**config.mk**
```make
export PLATFORM = sky130hd
export DESIGN_NAME = ops_cfg
export DESIGN_NICKNAME = d
export VERILOG_FILES = /design/src/rtl/ops_pkg.sv /design/src/rtl/ops_cfg.sv
export SDC_FILE = /design/constraint.sdc
export NUM_CORES = 1
export LEC_CHECK = 0
export ABC_CLOCK_PERIOD_IN_PS = 3400
export BUFFER_PORTS_ARGS = -buffer_cell sky130_fd_sc_hd__buf_2
export CAP_MARGIN = 15
export CORE_ASPECT_RATIO = 0.8
export CORE_UTILIZATION = 35
export DETAILED_ROUTE_END_ITERATION = 8
export GPL_ROUTABILITY_DRIVEN = 0
export HOLD_SLACK_MARGIN = 0.02
export PLACE_DENSITY = 0.59
export SYNTH_ARGS = -nofsm -noshare
export SYNTH_HDL_FRONTEND = slang
export SYNTH_SLANG_ARGS = --single-unit
export TNS_END_PERCENT = 50
```
**constraint.sdc**
```tcl
create_clock -name clk -period 3.4 [get_ports clk]
set_input_delay 0.68 -clock clk [delete_from_list [all_inputs] [get_ports clk]]
set_output_delay 0.68 -clock clk [all_outputs]
set_load 0.02 [all_outputs]
```
**src/rtl/ops_pkg.sv**
```systemverilog
`default_nettype none

package ops_pkg;

  // Field widths.
  localparam int unsigned FRACT_W     = 32;
  localparam int unsigned COEFF_W     = 31;
  localparam int unsigned SNAP_W      = 16;
  localparam int unsigned CFG_INDEX_W = 8;
  localparam int unsigned CFG_DATA_W  = 32;

  // Register indexes on the configuration port.
  localparam logic [CFG_INDEX_W-1:0] CFG_COEFFICIENT    = 8'd0;
  localparam logic [CFG_INDEX_W-1:0] CFG_SNAP_THRESHOLD = 8'd1;

  // Operation codes carried in the input tuser.
  localparam logic OP_SET  = 1'b0;
  localparam logic OP_TICK = 1'b1;

  // Reset value of the snap threshold.
  localparam logic [SNAP_W-1:0] SNAP_RESET = 16'h0007;

  // Ends of the signed 1.31 range.
  localparam logic signed [FRACT_W-1:0] FRACT_MAX = 32'sh7fff_ffff;
  localparam logic signed [FRACT_W-1:0] FRACT_MIN = 32'sh8000_0000;

  // Configuration as seen by the datapath.
  typedef struct packed {
    logic [COEFF_W-1:0] coefficient;
    logic [SNAP_W-1:0]  snap_threshold;
  } cfg_t;

  // Outcome of one filter step.
  typedef struct packed {
    logic signed [FRACT_W-1:0] level;
    logic                      sync;
  } step_t;

  // Clamp a 33-bit sum or difference to the signed 32-bit range.
  function automatic logic signed [FRACT_W-1:0] sat32(input logic signed [FRACT_W:0] v);
    logic signed [FRACT_W-1:0] r;
    if (v[FRACT_W] != v[FRACT_W-1]) begin
      r = v[FRACT_W] ? FRACT_MIN : FRACT_MAX;
    end else begin
      r = v[FRACT_W-1:0];
    end
    return r;
  endfunction

endpackage

`default_nettype wire

```
**src/rtl/ops_cfg.sv**
```systemverilog
`default_nettype none

module ops_cfg (
  input  wire logic                             clk,
  input  wire logic                             rst,
  input  wire logic                             cfg_valid,
  output logic                                  cfg_ready,
  input  wire logic [ops_pkg::CFG_INDEX_W-1:0]  cfg_index,
  input  wire logic [ops_pkg::CFG_DATA_W-1:0]   cfg_data,
  output ops_pkg::cfg_t                         cfg
);

  logic [ops_pkg::COEFF_W-1:0] coefficient;
  logic [ops_pkg::SNAP_W-1:0]  snap_threshold;

  // Writes are taken in any cycle.
  assign cfg_ready = 1'b1;

  // Register file; unknown indexes are dropped and upper data bits ignored.
  always_ff @(posedge clk) begin
    if (rst) begin
      coefficient    <= '0;
      snap_threshold <= ops_pkg::SNAP_RESET;
    end else if (cfg_valid && cfg_ready) begin
      unique case (cfg_index)
        ops_pkg::CFG_COEFFICIENT: begin
          coefficient <= cfg_data[ops_pkg::COEFF_W-1:0];
        end
        ops_pkg::CFG_SNAP_THRESHOLD: begin
          snap_threshold <= cfg_data[ops_pkg::SNAP_W-1:0];
        end
        default: begin
        end
      endcase
    end
  end

  assign cfg.coefficient    = coefficient;
  assign cfg.snap_threshold = snap_threshold;

endmodule

`default_nettype wire

```
# After elaboration in Yosys (flattened, before gate mapping)
# Index checks and enable logic that the tools add are counted.
# totals
register_bits	47
latchBits	0
ram_bits	0
rom_bits	0
input_bits	43
out_inout_bits	48
word_cells	6
mem_count	0
# op_classes
addsub	0
multipliers	0
div	0
magnitude_cmp	0
eq_ne	1
shift	0
n_mux	0
bitwise	0
n_reduce_logical	3
# ops
op	count
$eq 8x1->1 const B	1
$logic_not 8->1	1
$reduce_and 2->1	2

# Logic depth before layout (Yosys ltp)
# Gate-level depths: netlist of run 1.
# depth
ltp_word	2
depth_mapped	5
depth_no_buf	3

# Least setup slack after synthesis of run 1
# Ideal clock, no wire load.
# synth_path
kind	input to register
from	in cfg_index[6] (netlist name)
to	reg coefficient[10] (netlist name)
setup_time_ns	0.072
arrival_ns	1.963
t_required_ns	3.328
setup_slack_ns	1.366
path_stages	5
n_path_buf	2
path_cell_list	or4b_4 -> buf_6 -> nor3_4 -> buf_8 -> mux2i_1
# synth_via
elab_chain_len	2
# synth_rtl
element	line	source
start, declared	ops_cfg.sv:8	input wire logic [ops_pkg::CFG_INDEX_W-1:0] cfg_index,
$logic_not 8->1	ops_cfg.sv:25	unique case (cfg_index)
$reduce_and 2->1 (no source line)	--	
end signal, assigned	ops_cfg.sv:27	coefficient <= cfg_data[ops_pkg::COEFF_W-1:0];
end, declared	ops_cfg.sv:13	logic [ops_pkg::COEFF_W-1:0] coefficient;
# No other way between the ends.
# A chain may end at the register's enable or synchronous reset.

# Final worst setup path of run 1
# layout_path
from	in cfg_index[1] (netlist name)
to	reg coefficient[10] (netlist name)
# The elaborated chain is that of the path after synthesis.

==> run metrics, run 1 <==
CP Capture Type register; Final Hold Viols 0; grt total ovfl 0; area grow syn2layout 27.0%; MaxCap Viol Count 0; total routed wirelength 4930 um; relative slew slack 0.382; Die Ht slightly above 70 um; status completed; Crit path buffers/inverters 2; CTS root buffer clkbuf_8; FILL cells ~560; Worst EP arrival 2.46 ns; die footprint 6250 um^2; cts repair resizes 0; Syn Nets around 250; Crit-path slowest cell or4_1; # port buffers between 80 and 90; crit path time final around 2.2 ns; peak supply drop between 150 and 200 uV; worst r2r src coefficient[1]; startpoint types input port; Setup Viol. Count Final 0; CTS tree yes; CP Max Fanout 19; mapped cell area between 2000 and 2500 um^2; drt first-iter violations 74; flip-flop and latch count after synthesis 47; drt wl/cell approximately 14 um; CTS Hold Bufs 0; Critical Path Start cfg_index[1]; Worst-path clk slew roughly 0.090 ns; Num Clock Sinks between 40 and 50; commonest non-fill, non-tap cell in the layout buf_2; Vias 1737; Initial DRT Pass Iterations 4; data required time of the worst path between 3 and 4 ns; RSZ-0062 raised after global routing false; Initial Util 0.372; first-pass GRT wire length 7800 um; worst skew pair latency 0.29 ns; total setup buffers inserted after CTS 0; final worst slack 1.16 ns; r2r endpoint coefficient[1]; Detail Route Antenna Nets 0; largest stage delay on the critical path 0.90 ns; post-DP HPWL 3180 um; commonest cells after routing, fill and taps aside buf_2, dfxtp_1, nand2b_1; Core Area 5590 um^2; Post-layout nets between 300 and 400; stages on the worst setup path 5; total CTS buffers 5; Tightest Hold Check Type register to register; Die Wd just under 90 um; Row Count 24; Hold Path End coefficient[0]; P_leak around 1.2 nW; Fmax approximately 0.45 GHz; largest net degree at the start of global routing 64; ordered list of cells on the worst path buf_2 -> or4_1 -> nor3_4 -> buf_4 -> mux2i_1; I/O Pins 91; Synth cell types 20; initial antenna violation count 0; Antenna Cells 0; Largest delay share family, worst path simple AND/OR/NAND/NOR gates; Slew @ Worst Pin slightly above 0.9 ns; final period utilization 0.658; Setup Total Neg Slack 0 ns; yosys warns 0; post-route DRC violation count 0; clock skew 0 ns; H-tree Lvls 2; WS Path Type input port to register; hold wc startpoint coefficient[0]; vias in the first global route about 1600; Clock Path Buffers 2; post-synthesis sequential area ratio 0.453; Synth Instances 202; Slew Viols, Final 0; flop2flop setup slack 2.75 ns; worst reg-to-reg path cell count 2; cell area power density 377 nW/um^2; layout cells sized above 1 0.367; hold path depth 2; syn_area_per_cell a little over 10 um^2; post-DR vias/cell 4.84; all-layer global routing usage 0.159; Place WS ~0.87 ns
## cell usage after synthesis
cell type  instances  share of area
dfxtp_1           47           0.45
nand2b_1          39           0.12
mux2i_1           29           0.14
a21oi_1           18          0.043
nand4b_1          18          0.076
o31ai_1           18          0.065
clkbuf_1          11          0.020
nor2_1             6          0.011
buf_1              4         0.0072
buf_2              2         0.0048
buf_4              1         0.0036
buf_6              1         0.0054
buf_8              1         0.0072
conb_1             1         0.0018
nand3_2            1         0.0048
nor3_4             1         0.0078
nor4_4             1          0.010
nor4b_4            1          0.011
or4_1              1         0.0036
or4b_4             1         0.0066
## through the flow
stage / hold WS (ns) / area, um^2 / std cells / total power [mW] / util
final: 0.471 / 2640 / 359 / 0.993 / 0.472
after global routing: 0.487 / 2640 / 359 / 1.04 / 0.472
after CTS: 0.470 / 2640 / 359 / 1.01 / 0.472
after detailed placement: 0.457 / 2540 / 351 / 0.639 / 0.454
after global placement: 0.455 / 2540 / 351 / 0.638 / 0.454
after floorplan: 0.546 / 2080 / 202 / 0.605 / -
## power by group
group          switching (mW)  internal [mW]  leakage [nW]
sequential           0.000315          0.551         0.379
clock                   0.182          0.186        0.0515
combinational          0.0408         0.0337         0.759
## kinds of logic (layout without fill, tap and decap cells)
kind of cell	after synthesis	in the layout	share of synthesized area
AO/OA/AOI/OAI	36	36	0.108
buffers and inverters	20	99	0.0482
flip-flops	47	47	0.453
multiplexers	29	29	0.140
other	1	1	0.00181
AND/OR/NAND/NOR	69	69	0.249
## worst reg2reg max path, delay by kind of cell, from the launching register on
family | cells | cell delay (ns)
AOI/OAI and AO/OA | 2 | 0.24
DFF | 1 | 0.34
## layer usage
layer / track usage / vias up / routed length [um]
met1: 0.215 / 812 / 2450
met4: 0.0484 / 0 / 43
met3: 0.0362 / 4 / 221
met5: 0 / - / 0
li1: - / 880 / -
met2: 0.253 / 41 / 2220
## flip-flops by register name, indices dropped and copies added, names as in the netlist
name            count
coefficient        31
snap_threshold     16
## cell type report
cell class	instances	area, um^2	area share
Sequential cell	47	941	0.357
Multi-Input combinational cell	135	1040	0.393
Tap cell	78	97.6	0.0370
Timing Repair Buffer	91	463	0.176
Clock buffer	8	100	0.0380
## how the worst max path moves through the flow
stage                           end  slack, ns
floorplan           coefficient[10]       1.37
global placement     coefficient[8]       0.90
detailed placement   coefficient[9]       0.87
CTS                 coefficient[10]       1.17
global route         coefficient[6]       1.04
finish              coefficient[10]       1.16
(Power assumes the default switching activity.)
==> run 2: changes to the inputs <==
--- a/config.mk
+++ b/config.mk
@@ -5,7 +5,7 @@
 export SDC_FILE = /design/constraint.sdc
 export NUM_CORES = 1
 export LEC_CHECK = 0
-export ABC_CLOCK_PERIOD_IN_PS = 3400
+export ABC_CLOCK_PERIOD_IN_PS = 2000
 export BUFFER_PORTS_ARGS = -buffer_cell sky130_fd_sc_hd__buf_2
 export CAP_MARGIN = 15
 export CORE_ASPECT_RATIO = 0.8
@@ -13,7 +13,7 @@
 export DETAILED_ROUTE_END_ITERATION = 8
 export GPL_ROUTABILITY_DRIVEN = 0
 export HOLD_SLACK_MARGIN = 0.02
-export PLACE_DENSITY = 0.59
+export PLACE_DENSITY = 0.61
 export SYNTH_ARGS = -nofsm -noshare
 export SYNTH_HDL_FRONTEND = slang
 export SYNTH_SLANG_ARGS = --single-unit
==> constraint.sdc (replaced) <==
create_clock -name clk -period 2 [get_ports clk]
set_input_delay 0.4 -clock clk [delete_from_list [all_inputs] [get_ports clk]]
set_output_delay 0.4 -clock clk [all_outputs]
set_load 0.02 [all_outputs]
==> run 2 against run 1 <==
Compared with the run above: worst setup slack got worse by 0.67 ns; global-route usage rose by 0.15 points; via count up 1.4%; critical path depth stayed put; highest routed layer unchanged.
==> run metrics, run 2 (synthesis gave the netlist of run 1 again) <==
FILL cells 575; Slew Viols, Final 0; Worst-path clk slew around 0.08 ns; cell area power density ~620 nW/um^2; post-DP HPWL 3380 um; worst reg-to-reg path cell count 2; Vias 1761; all-layer global routing usage 0.161; largest stage delay on the critical path between 0.6 and 0.7 ns; Setup Total Neg Slack 0 ns; Clock Path Buffers 2; commonest non-fill, non-tap cell in the layout buf_2; H-tree Lvls 2; Initial Util 0.372; initial antenna violation count 0; logic gate share of total power 0.079; Final Hold Viols 0; data required time of the worst path roughly 2.2 ns; grt total ovfl 0; Detail Route Antenna Nets 0; worst skew pair latency 0.29 ns; status completed; Switching Fraction 0.221; Initial DRT Pass Iterations 4; Die Wd approximately 88 um; first-pass GRT wire length around 7800 um; Worst EP arrival ~1.7 ns; worst r2r src coefficient[28]; biggest regs coefficient x31, snap_threshold x16; area grow syn2layout 30.0%; final period utilization 0.752; Row Count 24; Core Area 5590 um^2; total routed wirelength 4990 um; Slew @ Worst Pin a little under 0.6 ns; MaxCap Viol Count 0; register with the most flip-flops coefficient; vias in the first global route 1658; Sw Pwr between 0.3 and 0.4 mW; commonest cells after routing, fill and taps aside buf_2, dfxtp_1, nand2b_1; Num Clock Sinks 47; relative slew slack 0.604; WS Path Type input port to register; CP Max Fanout 10; P_leak roughly 1.2 nW; flop2flop setup slack around 1.4 ns; Post-layout nets ~330; total CTS buffers 5; hold wc startpoint cfg_data[1]; largest net degree at the start of global routing 64; startpoint types input port; Antenna Cells 0; max FFs per register 31; # port buffers slightly below 90; CTS Hold Bufs 0; Hold Path End snap_threshold[1]; RSZ-0062 raised after global routing false; Clk pwr share 0.366; post-route DRC violation count 0; Die Ht about 70 um; Reg power frac 0.555; drt wl/cell 13.7 um; Crit-path slowest cell or4_1; CP Capture Type register; post-DR vias/cell around 4.8; r2r endpoint coefficient[28]; peak supply drop about 310 uV; Fmax approximately 0.66 GHz; cts repair resizes 0; die footprint roughly 6200 um^2; I/O Pins between 90 and 100; layout cells sized above 1 0.378; Tightest Hold Check Type input port to register; CTS root buffer clkbuf_8; internal cell power ~1.3 mW; drt first-iter violations 38; ordered list of cells on the worst path buf_2 -> or4_1 -> buf_4 -> o31ai_1 -> a21oi_1; clock skew 0 ns; utilization after layout 0.483; crit path time final between 1.5 and 2 ns; hold path depth 3; CTS tree yes; total setup buffers inserted after CTS 0; Setup Viol. Count Final 0
[run 2: cell count changes in the layout (fill, tap and decap cells not counted)]
| cell | previous run | this run |
|---|---|---|
| buf_12 | 0 | 2 |
| buf_4 | 3 | 6 |
[run 2: cell type report]
type                            instances  area (um^2)  area share
Multi-Input combinational cell        135         1040       0.384
Clock buffer                            8          100      0.0371
Tap cell                               78         97.6      0.0361
Timing Repair Buffer                   96          526       0.195
Sequential cell                        47          941       0.348
[run 2: stage by stage]
step	cells	hold slack [ns]	total power [mW]	cell area, um^2	setup WS, ns
finish	364	0.378	1.69	2700	0.495
detailed placement	356	0.459	1.09	2600	0.177
global placement	356	0.453	1.09	2600	0.216
floorplan	202	0.546	1.03	2080	0.246
global route	364	0.375	1.76	2700	0.398
CTS	364	0.367	1.72	2700	0.495
[run 2: worst max-delay path: cells and delay by family]
family | cells | cell delay (ns)
simple gates | 1 | 0.63
compound gates | 2 | 0.30
buf+inv | 2 | 0.35
[run 2: layer usage]
layer / part of all wire / track usage
met5: 0 / 0
met4: 0.0054 / 0.0448
met3: 0.047 / 0.0408
met2: 0.50 / 0.276
met1: 0.45 / 0.198
[run 2: worst max path at each step]
| stage | from | endpoint | slack, ns | cells after the start |
|---|---|---|---|---|
| after floorplan | cfg_index[6] | coefficient[10] | 0.25 | 5 |
| after global placement | cfg_index[1] | coefficient[20] | 0.22 | 5 |
| after detailed placement | cfg_index[1] | coefficient[9] | 0.18 | 5 |
| after CTS | cfg_index[1] | coefficient[3] | 0.49 | 5 |
| after global routing | cfg_index[1] | coefficient[20] | 0.40 | 5 |
| final | cfg_index[1] | coefficient[24] | 0.50 | 5 |
[run 2: power by group through the flow]
| stage | combinational [mW] | sequential [mW] | clock (mW) |
|---|---|---|---|
| global route | 0.144 | 0.937 | 0.675 |
| CTS | 0.134 | 0.937 | 0.649 |
| floorplan | 0.0688 | 0.960 | 0 |
| global placement | 0.133 | 0.959 | 0 |
| finish | 0.133 | 0.936 | 0.617 |
| detailed placement | 0.133 | 0.959 | 0 |
==> run 3: changes to the inputs <==
--- a/config.mk
+++ b/config.mk
@@ -5,7 +5,8 @@
 export SDC_FILE = /design/constraint.sdc
 export NUM_CORES = 1
 export LEC_CHECK = 0
-export ABC_CLOCK_PERIOD_IN_PS = 2000
+export ABC_AREA = 1
+export ABC_CLOCK_PERIOD_IN_PS = 1470
 export BUFFER_PORTS_ARGS = -buffer_cell sky130_fd_sc_hd__buf_2
 export CAP_MARGIN = 15
 export CORE_ASPECT_RATIO = 0.8
@@ -13,7 +14,7 @@
 export DETAILED_ROUTE_END_ITERATION = 8
 export GPL_ROUTABILITY_DRIVEN = 0
 export HOLD_SLACK_MARGIN = 0.02
-export PLACE_DENSITY = 0.61
+export PLACE_DENSITY = 0.59
 export SYNTH_ARGS = -nofsm -noshare
 export SYNTH_HDL_FRONTEND = slang
 export SYNTH_SLANG_ARGS = --single-unit
==> constraint.sdc (replaced) <==
create_clock -name clk -period 1.47 [get_ports clk]
set_input_delay 0.294 -clock clk [delete_from_list [all_inputs] [get_ports clk]]
set_output_delay 0.294 -clock clk [all_outputs]
set_load 0.02 [all_outputs]
==> run 3 against run 2 <==
Compared with the run above: worst setup slack worse by 0.14 ns; flip-flop and latch count unchanged; die area down 0.11%; critical path depth down 4; critical path type is now register to output port; largest power group unchanged.
==> run metrics, run 3 <==
final worst slack 0.353 ns; Row Count 24; ordered list of cells on the worst path buf_2; total setup buffers inserted after CTS 0; biggest regs coefficient x31, snap_threshold x16; RSZ-0062 raised after global routing false; Largest delay share family, worst path flip-flops; Final Hold Viols 0; CTS root buffer clkbuf_8; register with the most flip-flops coefficient; area occupied by multi-input gates 887 um^2; syn_area_per_cell around 6.9 um^2; commonest cells after routing, fill and taps aside nor2_1, buf_2, nand2_1; top post-synthesis cells by count nor2_1, nand2_1, dfxtp_1, nand3_1, inv_1; Num Clock Sinks 47; grt total ovfl 0; mapped cell area approximately 2100 um^2; largest net degree at the start of global routing 48; vias in the first global route 1851; dominant cell type by area after synthesis dfxtp_1; final period utilization 0.760; Main synth FF type dfxtp_1; Setup Total Neg Slack 0 ns; layout cells sized above 1 0.297; Core Area about 5600 um^2; total CTS buffers 5; main area contributors after synthesis dfxtp_1, nor2_1, nand3_1; yosys warns 0; flip-flop and latch count after synthesis between 40 and 50; post-synth top area share 0.454; CTS Hold Bufs 0; Antenna Cells 0; total routed wirelength 5060 um; Worst-path clk slew approximately 0.08 ns; worst skew pair latency 0.29 ns; P_leak approximately 1.4 nW; Setup Viol. Count Final 0; utilization after layout 0.481; Overall Power about 2.2 mW; Place WS between 0.15 and 0.2 ns; CP Max Fanout 2; die footprint 6240 um^2; Fmax approximately 0.90 GHz; Die Wd roughly 88 um; CTS tree yes; post-synthesis sequential area ratio 0.454; WS Path Type register to output port; post-DR vias/cell around 4.4; Clock Path Buffers 2; drt first-iter violations 69; Synth cell types 15; post-DP HPWL 3600 um; peak supply drop ~480 uV; Crit path buffers/inverters 1; Syn Nets 343; data required time of the worst path around 1.2 ns; placed inst area around 2600 um^2; crit path time final between 1 and 1.5 ns; MaxCap Viol Count 0; Detail Route Antenna Nets 0; Slew Viols, Final 0; Die Ht 70.9 um; storage element area 941 um^2; Synth Instances 300; I/O Pins between 90 and 100; first-pass GRT wire length 8310 um; number of synthesized flops with an enable pin 0; cts repair resizes 0; startpoint types register; all-layer global routing usage 0.171; commonest non-fill, non-tap cell in the layout nor2_1; CP Capture Type output port; final design instance area without fill 2690 um^2; Initial DRT Pass Iterations 4; area grow syn2layout 29.6%; Vias just over 2000; Post-layout nets ~430; Initial Util 0.371; H-tree Lvls 2; largest stage delay on the critical path between 0.3 and 0.4 ns; Crit-path slowest cell dfxtp_1; FILL cells around 630; drt wl/cell roughly 11 um; asr flop ratio synth 0; clock skew 0 ns; post-route DRC violation count 0; cell area power density between 800 and 900 nW/um^2; count leader, synth nor2_1; # port buffers about 90; Tightest Hold Check Type input port to register; status completed; Worst EP arrival approximately 0.8 ns; max FFs per register 31; initial antenna violation count 0
==> run 3: worst register-to-register path, delay by kind of cell (launching register included) <==
kind          cells  cell delay, ns
simple gates      2            0.17
flops             1            0.32
==> run 3: worst paths after layout <==
path,startpoint,end,cells past startpoint,slack [ns]
hold / removal,cfg_data[2],snap_threshold[2],3,0.22
setup / recovery,coefficient[11],cfg[27],1,0.35
hold reg to reg,snap_threshold[1],snap_threshold[1],2,0.47
setup reg to reg,coefficient[2],coefficient[2],2,0.89
==> run 3: power breakdown <==
part | switching, mW | leakage (nW) | internal, mW
registers | 0.00133 | 0.379 | 1.27
logic | 0.119 | 0.980 | 0.0843
clock network | 0.407 | 0.0371 | 0.318
total | 0.527 | 1.40 | 1.68
==> run 3: layout make-up <==
type | count | area share
Multi-Input combinational cell | 201 | 0.330
Inverter | 34 | 0.0475
Timing Repair Buffer | 96 | 0.209
Clock buffer | 6 | 0.0270
Tap cell | 78 | 0.0363
Sequential cell | 47 | 0.350
==> run 3: per-layer routing <==
layer	track usage	routed length [um]
met1	0.219	2430
met2	0.263	2080
met3	0.0607	455
met4	0.0663	94
met5	0	0
==> run 3: cell families after synthesis <==
logic type             count (synthesis)  share of synthesized area
AND/OR/NAND/NOR                      200                      0.423
buffers and inverters                 52                      0.121
flip-flops                            47                      0.454
other                                  1                    0.00181
==> run 3: metrics by stage <==
stage,std cells,hold slack (ns)
5_1_grt,462,0.219
3_3_place_gp,456,0.437
4_1_cts,462,0.211
3_5_place_dp,456,0.453
6_report,462,0.223
2_1_floorplan,300,0.420
